$ cat src/hw/rtl/sds_pkg.sv
package sds_pkg;

  // Request store geometry.
  localparam int MAX_REQUESTS = 32;
  localparam int IDX_W        = $clog2(MAX_REQUESTS);
  localparam int CNT_W        = $clog2(MAX_REQUESTS + 1);

  // Field widths.
  localparam int TRACK_W = 12;
  localparam int SIZE_W  = 13;
  localparam int MOVE_W  = 14;

  // Saturation limit of the movement total.
  localparam logic [MOVE_W-1:0] MOVE_MAX = {MOVE_W{1'b1}};

  // Configuration port.
  localparam int CFG_IDX_W  = 2;
  localparam int CFG_DATA_W = SIZE_W;

  localparam logic [CFG_IDX_W-1:0] REG_DISK_SIZE  = 2'd0;
  localparam logic [CFG_IDX_W-1:0] REG_HEAD_START = 2'd1;
  localparam logic [CFG_IDX_W-1:0] REG_DIRECTION  = 2'd2;

  // Reset values of the registers.
  localparam logic [SIZE_W-1:0]  DISK_SIZE_RST  = 13'd200;
  localparam logic [TRACK_W-1:0] HEAD_START_RST = 12'd0;
  localparam logic               DIRECTION_RST  = 1'b1;

  // Largest disk size that still maps to its own top track.
  localparam logic [SIZE_W-1:0]  DISK_SIZE_MAX  = 13'd4096;

  // Configuration as seen by the scheduler.
  typedef struct packed {
    logic [TRACK_W-1:0] top_track;
    logic [TRACK_W-1:0] head_start;
    logic               direction;
  } sds_cfg_t;

endpackage

$ cat src/hw/rtl/sds_if.sv
// Request channel: one queued track per item.
interface sds_req_if;
  import sds_pkg::*;

  logic               valid;
  logic               ready;
  logic [TRACK_W-1:0] track;
  logic               last;

  modport source (output valid, output track, output last, input ready);
  modport sink   (input valid, input track, input last, output ready);
endinterface

// Result channel: one visited track per item.
interface sds_res_if;
  import sds_pkg::*;

  logic               valid;
  logic               ready;
  logic [TRACK_W-1:0] serviced_track;
  logic [MOVE_W-1:0]  total_movement;
  logic               final_res;

  modport source (output valid, output serviced_track, output total_movement,
                  output final_res, input ready);
  modport sink   (input valid, input serviced_track, input total_movement,
                  input final_res, output ready);
endinterface

$ cat src/hw/rtl/sds_cfg.sv
module sds_cfg (
  input  logic                             clk,
  input  logic                             rst,
  input  logic                             cfg_we,
  input  logic [sds_pkg::CFG_IDX_W-1:0]    cfg_idx,
  input  logic [sds_pkg::CFG_DATA_W-1:0]   cfg_wdata,
  output sds_pkg::sds_cfg_t                cfg
);
  import sds_pkg::*;

  logic [SIZE_W-1:0]  disk_size;
  logic [TRACK_W-1:0] head_start;
  logic               direction;
  logic [SIZE_W-1:0]  size_m1;

  // Register writes; an index outside the list is ignored.
  always_ff @(posedge clk) begin
    if (rst) begin
      disk_size  <= DISK_SIZE_RST;
      head_start <= HEAD_START_RST;
      direction  <= DIRECTION_RST;
    end else if (cfg_we) begin
      case (cfg_idx)
        REG_DISK_SIZE:  disk_size  <= cfg_wdata;
        REG_HEAD_START: head_start <= cfg_wdata[TRACK_W-1:0];
        REG_DIRECTION:  direction  <= cfg_wdata[0];
        default: ;
      endcase
    end
  end

  // Top track is size minus one, clamped to the track range.
  assign size_m1 = disk_size - SIZE_W'(1);

  always_comb begin
    cfg.head_start = head_start;
    cfg.direction  = direction;
    if (disk_size == '0) begin
      cfg.top_track = '0;
    end else if (disk_size > DISK_SIZE_MAX) begin
      cfg.top_track = {TRACK_W{1'b1}};
    end else begin
      cfg.top_track = size_m1[TRACK_W-1:0];
    end
  end

endmodule

$ cat src/hw/rtl/scan_disk_scheduler_core.sv
// SCAN disk scheduler. Requests load one per cycle while the core is in its load state
// into a 32-entry store; an item with last set ends the batch (items past 32 are
// dropped, but their last flag still counts). The store then holds the batch while it
// is insertion-sorted in place through its single read and single write port; nearly
// sorted input sorts faster. A scan of the sorted entries for the first track above
// the head follows. Then n+1 results come out for n requests; each but the end-track
// visit reads the store once. No request is taken from the end of the last item until
// the final result is loaded into the output register. The user must hold the
// configuration through the batch; the core itself does not enforce it.
module scan_disk_scheduler_core (
  input  logic                             clk,
  input  logic                             rst,
  input  logic                             cfg_we,
  input  logic [sds_pkg::CFG_IDX_W-1:0]    cfg_idx,
  input  logic [sds_pkg::CFG_DATA_W-1:0]   cfg_wdata,
  sds_req_if.sink                          req,
  sds_res_if.source                        res
);
  import sds_pkg::*;

  typedef enum logic [8:0] {
    S_LOAD     = 9'b000000001,
    S_SORT_RD  = 9'b000000010,
    S_SORT_V   = 9'b000000100,
    S_SORT_CMP = 9'b000001000,
    S_SORT_PUT = 9'b000010000,
    S_SCAN_RD  = 9'b000100000,
    S_SCAN_CHK = 9'b001000000,
    S_EMIT_RD  = 9'b010000000,
    S_EMIT_OUT = 9'b100000000
  } state_t;

  sds_cfg_t cfg;

  sds_cfg u_cfg (
    .clk       (clk),
    .rst       (rst),
    .cfg_we    (cfg_we),
    .cfg_idx   (cfg_idx),
    .cfg_wdata (cfg_wdata),
    .cfg       (cfg)
  );

  // Request store.
  logic [TRACK_W-1:0] mem [MAX_REQUESTS];
  logic               mem_we;
  logic [IDX_W-1:0]   mem_waddr;
  logic [TRACK_W-1:0] mem_wdata;
  logic               mem_re;
  logic [IDX_W-1:0]   mem_raddr;
  logic [TRACK_W-1:0] mem_rdata;

  // Control and working registers.
  state_t             state, state_next;
  logic [CNT_W-1:0]   count, count_next;
  logic [IDX_W-1:0]   i_idx, i_idx_next;
  logic [IDX_W-1:0]   j_idx, j_idx_next;
  logic [TRACK_W-1:0] v_val, v_val_next;
  logic [IDX_W-1:0]   scan_idx, scan_idx_next;
  logic [CNT_W-1:0]   split, split_next;
  logic [CNT_W-1:0]   k, k_next;
  logic [TRACK_W-1:0] head, head_next;
  logic [MOVE_W-1:0]  move, move_next;
  logic               is_end, is_end_next;

  // Output register.
  logic               out_valid, out_valid_next;
  logic [TRACK_W-1:0] out_track, out_track_next;
  logic [MOVE_W-1:0]  out_move, out_move_next;
  logic               out_final, out_final_next;

  // Helpers.
  logic               req_fire;
  logic               out_free;
  logic [CNT_W-1:0]   n_eff;
  logic [CNT_W-1:0]   i_inc;
  logic [CNT_W-1:0]   ns;
  logic [CNT_W-1:0]   step_addr;
  logic               step_end;
  logic [TRACK_W-1:0] end_trk;
  logic [TRACK_W-1:0] vis_trk;
  logic [TRACK_W-1:0] vis_diff;
  logic [MOVE_W:0]    vis_sum;
  logic [MOVE_W-1:0]  vis_move;

  assign req_fire  = req.valid && req.ready;
  assign out_free  = !out_valid || res.ready;
  assign req.ready = (state == S_LOAD);

  assign res.valid          = out_valid;
  assign res.serviced_track = out_track;
  assign res.total_movement = out_move;
  assign res.final_res      = out_final;

  // Batch size once the current request is counted; a full store drops it.
  assign n_eff = (count < CNT_W'(MAX_REQUESTS)) ? count + CNT_W'(1) : count;
  assign i_inc = {1'b0, i_idx} + CNT_W'(1);

  // Store position of result k in SCAN order.
  assign ns = count - split;
  always_comb begin
    step_end  = 1'b0;
    step_addr = '0;
    if (cfg.direction) begin
      if (k < ns) begin
        step_addr = split + k;
      end else if (k == ns) begin
        step_end = 1'b1;
      end else begin
        step_addr = count - k;
      end
    end else begin
      if (k < split) begin
        step_addr = split - CNT_W'(1) - k;
      end else if (k == split) begin
        step_end = 1'b1;
      end else begin
        step_addr = k - CNT_W'(1);
      end
    end
  end

  // Head movement for the visit being emitted, saturating.
  assign end_trk  = cfg.direction ? cfg.top_track : '0;
  assign vis_trk  = is_end ? end_trk : mem_rdata;
  assign vis_diff = (vis_trk > head) ? vis_trk - head : head - vis_trk;
  assign vis_sum  = {1'b0, move} + (MOVE_W+1)'(vis_diff);
  assign vis_move = (vis_sum > (MOVE_W+1)'(MOVE_MAX)) ? MOVE_MAX : vis_sum[MOVE_W-1:0];

  // Sequencer: load, sort, split search, emission.
  always_comb begin
    state_next     = state;
    count_next     = count;
    i_idx_next     = i_idx;
    j_idx_next     = j_idx;
    v_val_next     = v_val;
    scan_idx_next  = scan_idx;
    split_next     = split;
    k_next         = k;
    head_next      = head;
    move_next      = move;
    is_end_next    = is_end;
    out_valid_next = out_valid && !res.ready;
    out_track_next = out_track;
    out_move_next  = out_move;
    out_final_next = out_final;
    mem_we         = 1'b0;
    mem_waddr      = i_idx;
    mem_wdata      = req.track;
    mem_re         = 1'b0;
    mem_raddr      = i_idx;

    case (state)
      S_LOAD: begin
        if (req_fire) begin
          if (count < CNT_W'(MAX_REQUESTS)) begin
            mem_we    = 1'b1;
            mem_waddr = count[IDX_W-1:0];
            mem_wdata = req.track;
          end
          count_next = n_eff;
          if (req.last) begin
            if (n_eff == CNT_W'(1)) begin
              scan_idx_next = '0;
              state_next    = S_SCAN_RD;
            end else begin
              i_idx_next = IDX_W'(1);
              state_next = S_SORT_RD;
            end
          end
        end
      end

      S_SORT_RD: begin
        mem_re     = 1'b1;
        mem_raddr  = i_idx;
        state_next = S_SORT_V;
      end

      // The new value is in hand; fetch its left neighbor.
      S_SORT_V: begin
        v_val_next = mem_rdata;
        j_idx_next = i_idx;
        mem_re     = 1'b1;
        mem_raddr  = i_idx - IDX_W'(1);
        state_next = S_SORT_CMP;
      end

      // Shift the larger neighbor right, or drop the value into its slot.
      S_SORT_CMP: begin
        if (mem_rdata > v_val) begin
          mem_we     = 1'b1;
          mem_waddr  = j_idx;
          mem_wdata  = mem_rdata;
          j_idx_next = j_idx - IDX_W'(1);
          if (j_idx >= IDX_W'(2)) begin
            mem_re    = 1'b1;
            mem_raddr = j_idx - IDX_W'(2);
          end else begin
            state_next = S_SORT_PUT;
          end
        end else begin
          mem_we     = 1'b1;
          mem_waddr  = j_idx;
          mem_wdata  = v_val;
          i_idx_next = i_inc[IDX_W-1:0];
          if (i_inc == count) begin
            scan_idx_next = '0;
            state_next    = S_SCAN_RD;
          end else begin
            state_next = S_SORT_RD;
          end
        end
      end

      S_SORT_PUT: begin
        mem_we     = 1'b1;
        mem_waddr  = j_idx;
        mem_wdata  = v_val;
        i_idx_next = i_inc[IDX_W-1:0];
        if (i_inc == count) begin
          scan_idx_next = '0;
          state_next    = S_SCAN_RD;
        end else begin
          state_next = S_SORT_RD;
        end
      end

      S_SCAN_RD: begin
        mem_re     = 1'b1;
        mem_raddr  = scan_idx;
        state_next = S_SCAN_CHK;
      end

      // The split is the first sorted request strictly above the head.
      S_SCAN_CHK: begin
        if (mem_rdata > cfg.head_start) begin
          split_next = {1'b0, scan_idx};
          k_next     = '0;
          head_next  = cfg.head_start;
          move_next  = '0;
          state_next = S_EMIT_RD;
        end else if (({1'b0, scan_idx} + CNT_W'(1)) == count) begin
          split_next = count;
          k_next     = '0;
          head_next  = cfg.head_start;
          move_next  = '0;
          state_next = S_EMIT_RD;
        end else begin
          scan_idx_next = scan_idx + IDX_W'(1);
          state_next    = S_SCAN_RD;
        end
      end

      S_EMIT_RD: begin
        is_end_next = step_end;
        mem_re      = !step_end;
        mem_raddr   = step_addr[IDX_W-1:0];
        state_next  = S_EMIT_OUT;
      end

      // Load one visit into the output register once it is free.
      S_EMIT_OUT: begin
        if (out_free) begin
          out_valid_next = 1'b1;
          out_track_next = vis_trk;
          out_final_next = (k == count);
          out_move_next  = (k == count) ? vis_move : '0;
          head_next      = vis_trk;
          move_next      = vis_move;
          k_next         = k + CNT_W'(1);
          if (k == count) begin
            count_next = '0;
            state_next = S_LOAD;
          end else begin
            state_next = S_EMIT_RD;
          end
        end
      end

      default: state_next = S_LOAD;
    endcase
  end

  // Store: one write and one registered read per cycle.
  always_ff @(posedge clk) begin
    if (mem_we) begin
      mem[mem_waddr] <= mem_wdata;
    end
    if (mem_re) begin
      mem_rdata <= mem[mem_raddr];
    end
  end

  // Control state.
  always_ff @(posedge clk) begin
    if (rst) begin
      state     <= S_LOAD;
      count     <= '0;
      out_valid <= 1'b0;
    end else begin
      state     <= state_next;
      count     <= count_next;
      out_valid <= out_valid_next;
    end
  end

  // Working and payload registers.
  always_ff @(posedge clk) begin
    i_idx     <= i_idx_next;
    j_idx     <= j_idx_next;
    v_val     <= v_val_next;
    scan_idx  <= scan_idx_next;
    split     <= split_next;
    k         <= k_next;
    head      <= head_next;
    move      <= move_next;
    is_end    <= is_end_next;
    out_track <= out_track_next;
    out_move  <= out_move_next;
    out_final <= out_final_next;
  end

  // A new result appears only from the emission step.
  a_out_from_emit: assert property (@(posedge clk) disable iff (rst)
    $rose(out_valid) |-> $past(state == S_EMIT_OUT))
    else $error("result loaded outside emission");

  // Only the final result carries a movement total.
  a_move_on_final: assert property (@(posedge clk) disable iff (rst)
    out_valid && !out_final |-> out_move == '0)
    else $error("movement on a non-final result");

  // The batch never outgrows the store.
  a_count_bound: assert property (@(posedge clk) disable iff (rst)
    count <= CNT_W'(MAX_REQUESTS))
    else $error("request count beyond store depth");

  // Sort writes stay inside the batch.
  a_sort_write: assert property (@(posedge clk) disable iff (rst)
    mem_we && state != S_LOAD |-> {1'b0, mem_waddr} < count)
    else $error("sort write outside batch");

  // Emission never runs past the final result.
  a_emit_bound: assert property (@(posedge clk) disable iff (rst)
    (state == S_EMIT_RD || state == S_EMIT_OUT) |-> k <= count)
    else $error("emission index past batch end");

endmodule

$ cat src/flat_wrapper.sv
// flat-port wrapper written by rule: the top's interface ports become plain ports
module scan_disk_scheduler_core_flat import sds_pkg::*;
  (clk, rst, cfg_we, cfg_idx, cfg_wdata, req_valid, req_track, req_last, req_ready, res_valid, res_serviced_track, res_total_movement, res_final_res, res_ready);
  sds_req_if req_i ();
  sds_res_if res_i ();
  input  logic clk;
  input  logic rst;
  input  logic cfg_we;
  input  logic [sds_pkg::CFG_IDX_W-1:0] cfg_idx;
  input  logic [sds_pkg::CFG_DATA_W-1:0] cfg_wdata;
  input wire logic [$bits(req_i.valid)-1:0] req_valid;
  input wire logic [$bits(req_i.track)-1:0] req_track;
  input wire logic [$bits(req_i.last)-1:0] req_last;
  output wire logic [$bits(req_i.ready)-1:0] req_ready;
  output wire logic [$bits(res_i.valid)-1:0] res_valid;
  output wire logic [$bits(res_i.serviced_track)-1:0] res_serviced_track;
  output wire logic [$bits(res_i.total_movement)-1:0] res_total_movement;
  output wire logic [$bits(res_i.final_res)-1:0] res_final_res;
  input wire logic [$bits(res_i.ready)-1:0] res_ready;
  assign req_i.valid = req_valid;
  assign req_i.track = req_track;
  assign req_i.last = req_last;
  assign req_ready = req_i.ready;
  assign res_valid = res_i.valid;
  assign res_serviced_track = res_i.serviced_track;
  assign res_total_movement = res_i.total_movement;
  assign res_final_res = res_i.final_res;
  assign res_i.ready = res_ready;
  scan_disk_scheduler_core u_core (.clk(clk), .rst(rst), .cfg_we(cfg_we), .cfg_idx(cfg_idx), .cfg_wdata(cfg_wdata), .req(req_i), .res(res_i));
endmodule
$ cat config.mk
export PLATFORM = sky130hd
export DESIGN_NAME = scan_disk_scheduler_core_flat
export DESIGN_NICKNAME = d
export VERILOG_FILES = /design/src/hw/rtl/sds_pkg.sv /design/src/hw/rtl/sds_if.sv /design/src/hw/rtl/sds_cfg.sv /design/src/hw/rtl/scan_disk_scheduler_core.sv /design/src/flat_wrapper.sv
export SDC_FILE = /design/constraint.sdc
export NUM_CORES = 1
export LEC_CHECK = 0
export ABC_AREA = 1
export BUFFER_PORTS_ARGS = -buffer_cell sky130_fd_sc_hd__buf_4
export CAP_MARGIN = 20
export CORE_ASPECT_RATIO = 0.7
export CORE_MARGIN = 2
export CORE_UTILIZATION = 60
export DETAILED_ROUTE_END_ITERATION = 16
export PLACE_DENSITY = 0.77
export SKIP_LAST_GASP = 1
export SYNTH_ARGS = -nofsm -noshare
export SYNTH_HDL_FRONTEND = slang
export SYNTH_SLANG_ARGS = --single-unit
$ cat constraint.sdc
create_clock -name clk -period 6.4 [get_ports clk]
set_input_delay 1.28 -clock clk [delete_from_list [all_inputs] [get_ports clk]]
set_output_delay 1.28 -clock clk [all_outputs]
set_load 0.01 [all_outputs]
* Word-level counts from Yosys, hierarchy flattened
Memory sizes are Yosys's and may differ from the RTL's. A register that Yosys moved wholly into a read port is not among the register bits. Cells that the tools add are included.
Cells by class: eq/ne operators 29, add/subtract/negate cells 18, reduce and logical (&&, ||, !) cells 27, $lt $le $gt $ge 9, mux-type cells 79
Operators with widths (count):
- 2-to-1 mux 5 bit | 22
- 2-to-1 mux 12 bit | 9
- case mux 9 bit (9 select lines) | 1
- 2-to-1 mux 6 bit | 10
- 2-to-1 mux 14 bit | 4
- 2-to-1 mux 9 bit | 6
- case mux 12 bit (2 select lines) | 2
- case mux 5 bit (4 select lines) | 2
- > comparator 12 bit | 3
- == test 6 bit | 5
- case mux 14 bit (2 select lines) | 1
- case mux 6 bit (2 select lines) | 2
- subtractor 12 bit | 2
- case mux 5 bit (2 select lines) | 2
- subtractor 5 x 1 -> 5 bit (second input constant) | 4
- 2-to-1 mux 8 bit | 2
- adder 14 x 12 -> 15 bit | 1
- > comparator 15 x 14 -> 1 bit (second input constant) | 1
- case mux 5 bit (3 select lines) | 1
- != test 2 bit (second input constant) | 7
- > comparator 13 bit (second input constant) | 1
- zero test 13 bit | 1
- 2-to-1 mux 1 bit | 13
- adder 5 x 1 -> 6 bit (second input constant) | 2
- 41 further kinds | 58
Word-level totals: memory bits (writable) 384, bits in registers 135, input bits 33, output and inout bits 29, memories 1, logic and storage cells 182
Memory list:
- u_core.mem | words 32, width 12, read ports 1, clocked after Yosys merged registers in 1, wr ports 1, RTL line scan_disk_scheduler_core.sv:45 | logic [TRACK_W-1:0] mem [MAX_REQUESTS];

* Logic depth before layout (Yosys ltp)
word-level depth 12, gate-level depth with buffers 43, gate-level depth less buffers 41

* Cells and area by module
Synthesis repeated with hierarchy kept, for this count alone.
Unflattened totals: cell total of the unflattened synthesis 2654, area, all modules 26624.3 um^2
By module, submodules not included:
- scan_disk_scheduler_core | sequential area each 15004.4 um^2, cells each 2454, times used 1, area an instance 25288.0 um^2
- sds_cfg | sequential area each 520.5 um^2, cells each 200, times used 1, area an instance 1336.3 um^2

* Least setup slack after synthesis
Ideal clock, no wire load.
kind reg2reg, start register u_core.u_cfg.disk_size[9], end register u_core.move[10] (data pin), path slack 1092 ps, setup time 266 ps, clock period less this slack 5308 ps, arrival 5042 ps, stages on the path, launching flop included 36, buffers on the path 1, required time 6134 ps, path through dfxtp_1 > nor2_1 > inv_1 > nor3_1 > nand4_1 > o211ai_1 > clkinv_1 > a22oi_1 > inv_1 > ha_1 > a21o_1 > a21oi_1 > nand2_1 > nand2_1 > nand2_1 > nand2_1 > mux2i_1 > o221ai_1 > xnor2_1 > inv_1 > ha_1 > a21oi_1 > nor2_1 > a211oi_1 > nand2_1 > nand2_1 > nand2_1 > nand2_1 > nand2_1 > a21oi_1 > o21ai_0 > nand3_1 > inv_1 > buf_2 > a21oi_1 > nor2_1
On the way: word-level cells in the longest chain between the ends 12, elaborated cells between the ends (all ways) 16, those cells by class 4 x add/sub; 3 x order compare; 8 x mux; 1 x reduce/logical
Ends and longest elaborated chain:
- start, declared | RTL line sds_cfg.sv:11 | logic [SIZE_W-1:0] disk_size;
- start signal, assigned | RTL line sds_cfg.sv:24 | REG_DISK_SIZE: disk_size <= cfg_wdata;
- > comparator 13 bit | RTL line sds_cfg.sv:40 | end else if (disk_size > DISK_SIZE_MAX) begin
- 2-to-1 mux 12 bit | RTL line sds_cfg.sv:40
- 2-to-1 mux 12 bit * | RTL line sds_cfg.sv:38 | if (disk_size == '0) begin
- 2-to-1 mux 12 bit * | RTL line scan_disk_scheduler_core.sv:124 | assign end_trk = cfg.direction ? cfg.top_track : '0;
- 2-to-1 mux 12 bit * | RTL line scan_disk_scheduler_core.sv:125 | assign vis_trk = is_end ? end_trk : mem_rdata;
- named net u_core.vis_trk[5] | RTL line scan_disk_scheduler_core.sv:81 | logic [TRACK_W-1:0] vis_trk;
- subtractor 12 bit / > comparator 12 bit (equally long branches) | RTL line scan_disk_scheduler_core.sv:126 | assign vis_diff = (vis_trk > head) ? vis_trk - head : head - vis_trk;
- 2-to-1 mux 12 bit * | RTL line scan_disk_scheduler_core.sv:126
- adder 14 x 12 -> 15 bit * | RTL line scan_disk_scheduler_core.sv:127 | assign vis_sum = {1'b0, move} + (MOVE_W+1)'(vis_diff);
- > comparator 15 x 14 -> 1 bit | RTL line scan_disk_scheduler_core.sv:128 | assign vis_move = (vis_sum > (MOVE_W+1)'(MOVE_MAX)) ? MOVE_MAX : vis_sum[MOVE_W-1:0];
- 2-to-1 mux 14 bit * | RTL line scan_disk_scheduler_core.sv:128
- 2-to-1 mux 14 bit * | RTL line scan_disk_scheduler_core.sv:264 | if (out_free) begin
- case mux 14 bit (2 select lines) * | RTL line scan_disk_scheduler_core.sv:153 | case (state)
- end signal, assigned | RTL line scan_disk_scheduler_core.sv:317 | move <= move_next;
- end, declared | RTL line scan_disk_scheduler_core.sv:63 | logic [MOVE_W-1:0] move, move_next;
The timed path passes the listed nets; every way through them passes the cells marked *. The select of a mux whose other input is x is not followed. A chain may end at the register's enable or synchronous reset.

* Worst setup path after layout
start register u_core.u_cfg.disk_size[0], end register u_core.move[13] (data pin)
On the way: word-level cells in the longest chain between the ends 12, elaborated cells between the ends (all ways) 16, those cells by class 4 x add/sub; 3 x order compare; 8 x mux; 1 x reduce/logical
Ends and longest elaborated chain (RTL line):
- subtractor 12 x 1 -> 12 bit / > comparator 13 bit (equally long branches) | sds_cfg.sv:33, sds_cfg.sv:40
- 2-to-1 mux 12 bit | sds_cfg.sv:40
- 2-to-1 mux 12 bit * | sds_cfg.sv:38
- 2-to-1 mux 12 bit * | scan_disk_scheduler_core.sv:124
- 2-to-1 mux 12 bit * | scan_disk_scheduler_core.sv:125
- named net u_core.vis_trk[10] | scan_disk_scheduler_core.sv:81
- subtractor 12 bit / > comparator 12 bit (equally long branches) | scan_disk_scheduler_core.sv:126
- 2-to-1 mux 12 bit * | scan_disk_scheduler_core.sv:126
- adder 14 x 12 -> 15 bit * | scan_disk_scheduler_core.sv:127
- > comparator 15 x 14 -> 1 bit | scan_disk_scheduler_core.sv:128
- 2-to-1 mux 14 bit * | scan_disk_scheduler_core.sv:128
- 2-to-1 mux 14 bit * | scan_disk_scheduler_core.sv:264
- case mux 14 bit (2 select lines) * | scan_disk_scheduler_core.sv:153
Marked as above.

==> flow_summary.json <==
{
  "synthFlopType": "edfxtp_1",
  "wirelength_um": 76300,
  "netlist_area_um2": 27400,
  "path_delay_family": "simple AND/OR/NAND/NOR gates",
  "timing.critical_path.buf_inv": 8,
  "worstHoldEndpoint": "u_core.v_val[0]",
  "finalHoldViolations": 0,
  "drtPass1Iterations": 6,
  "syn_area_per_cell_um2": 9.42,
  "wl_per_cell_um": 21.1,
  "max_clock_freq_mhz": 169,
  "ys_types": 51,
  "cts_buffers": 52,
  "synth_edf_count": 489,
  "power_density_nw_per_um2": 411,
  "fp-row-count": 65,
  "cts.sinks": 531,
  "path_max_fanout": 8,
  "hold_start": "u_core.mem_rdata[0]",
  "cts-root-buf": "clkbuf_16",
  "grt_pass1_vias": 20200,
  "vias": 21600,
  "worstMarginPinSlew_ps": 1170,
  "r2r_cells": 37,
  "cts_tree": "done",
  "core-area_um2": 45100,
  "clock_path_buffers": 3,
  "die_w_um": 260,
  "maxSlewViolCount": 0,
  "yosysSeqAreaShare": 0.566,
  "crit_type": "reg -> reg",
  "synth-seq-cells": 531,
  "vdd_ir_drop_max_mv": 0.254,
  "antenna_found_initial": 2,
  "regToRegSetupSlack_ps": 500,
  "max_stage_delay_ps": 310,
  "place_congestion": 0.967,
  "fin_crit_sh": 0.922,
  "initial_core_util": 0.608,
  "relSlewSlack": 0.215,
  "area_growth_pct": 11.8,
  "initialDrtViolationCount": 3411,
  "grt_max_degree": 138,
  "final_cell_mix": "nand2_1, edfxtp_1, nand3_1, inv_1, nor2_1",
  "drive_gt1_frac": 0.0902,
  "status": "complete, no violations",
  "die_area_um2": 47500,
  "grt_overflow": 0,
  "nets": 3117,
  "ios": 62,
  "ys.warnings.count": 0,
  "drv_cap": 0,
  "cp.depth": 37,
  "power_mw": 12.6,
  "routed_via_density": 5.97,
  "holdCritPathClass": "reg -> reg",
  "grt_pass1_wl_um": 116000,
  "cp-start-kind": "register",
  "clk-insertion-delay-late_ps": 600,
  "portBuffers": 61,
  "synth_nets": 3055,
  "worstSetupEndpointType": "register",
  "holdPathStages": 0,
  "slowest_stage": "dfxtp_1",
  "grt_util_all_layers": 0.319,
  "htree_levels": 2,
  "synthCells": 2912,
  "worstSetupStartpoint": "u_core.u_cfg.disk_size[0]",
  "async_reset_ff_frac": 0,
  "r2r_end": "u_core.move[13]",
  "cp.required_ps": 6710,
  "cts.clk_slew.worst_paths_ps": 70,
  "drtAntennaViolNets": 0,
  "drc": 0,
  "hold-worst-slack_ps": 469,
  "rr_startpoint": "u_core.u_cfg.disk_size[0]",
  "crit_arrival_ps": 6220,
  "min_period_ps": 5900,
  "die_y_um": 183,
  "dpl.hpwl_um": 50500,
  "setup_violations": 0,
  "leakage_nw": 13.0,
  "skew_ps": 23.4,
  "fill_cells": 3400,
  "final_common_cell": "nand2_1"
}
cell families after synthesis:
logic type,share of synthesized area
multiplexers,0.000730
flip-flops,0.566
AO/OA/AOI/OAI,0.0549
AND/OR/NAND/NOR,0.227
XOR/XNOR,0.0182
adder cells (fa/ha/maj),0.0521
buffers and inverters,0.0815
synthesized netlist by cell type (42+ instances only):
| library cell | number | area [um^2] |
|---|---|---|
| buf_2 | 63 | 315 |
| edfxtp_1 | 489 | 14700 |
| inv_1 | 419 | 1570 |
| ha_1 | 103 | 1290 |
| o21ai_0 | 98 | 490 |
| nand2_1 | 632 | 2370 |
| a21oi_1 | 74 | 370 |
| nand3b_1 | 61 | 458 |
| dfxtp_1 | 42 | 841 |
| nor2_1 | 169 | 634 |
| nand3_1 | 472 | 2360 |
| clkbuf_1 | 43 | 161 |
worst register-to-register path, delay by kind of cell (launching register included):
family	cells	cell delay, ps
xor gates and xnor gates	1	160
AOI/OAI and AO/OA	9	1600
adders and majority gates	3	770
and+or+nand+nor	15	1650
DFF	1	310
muxes	1	290
buffers and inverters	8	840
worst max-delay path by stage:
stage	end	slack, ps
after floorplan	u_core.move[10]	1090
after global placement	u_core.move[13]	350
after detailed placement	u_core.move[7]	90
after CTS	u_core.move[6]	20
after global routing	u_core.move[13]	-50
final	u_core.move[13]	500
metal layers:
metal | up-vias | global-route usage | routed length, um
met5 | - | 0 | 0
met4 | 0 | 0.0772 | 1670
met3 | 152 | 0.0644 | 10200
met2 | 1362 | 0.466 | 32800
met1 | 10200 | 0.490 | 31700
li1 | 9931 | - | -
power breakdown:
part | switching [mW] | internal [mW] | total (mW)
Combinational | 3.54 | 1.41 | 4.94
Sequential | 0.190 | 4.26 | 4.45
Clock | 1.35 | 1.88 | 3.23
Total | 5.07 | 7.55 | 12.6
state kept, by name, summed over array words and instances (netlist names), 9 cells and up:
register / cells
u_core.head: 12
u_core.mem: 384
u_core.mem_rdata: 12
u_core.move: 14
u_core.res.serviced_track: 12
u_core.res.total_movement: 14
u_core.state: 9
u_core.u_cfg.disk_size: 13
u_core.u_cfg.head_start: 12
u_core.v_val: 12
cell type report:
class	instances	area, um^2	area share
diodes	1	2.50	0.0000816
multi-input cells	1822	9830	0.320
clock buffers	63	1390	0.0454
repair buffers	136	1140	0.0372
inverters	430	1620	0.0527
well taps	603	754	0.0246
flip-flops and latches	531	15500	0.506
repair inverters	1	7.51	0.000245
clock inverters	31	404	0.0132
repair_timing:
action | CTS | global route
hold buffers | 0 | 0
endpoints found under the setup margin | 0 | 28
hold endpoints to repair | 0 | 0
buffers inserted | 0 | 2
resized for setup | 0 | 27
through the flow:
step | setup slack [ps] | instances | utilization | area [um^2] | setup TNS [ps]
after floorplan | 1090 | 2912 | - | 27400 | 0
after global placement | 354 | 3490 | 0.631 | 28500 | 0
after detailed placement | 87.6 | 3502 | 0.634 | 28600 | 0
after CTS | 18.4 | 3596 | 0.673 | 30400 | 0
after global routing | -50.8 | 3618 | 0.680 | 30700 | -252
final | 498 | 3618 | 0.680 | 30700 | 0
No activity file was read; power rests on OpenSTA's default activity.
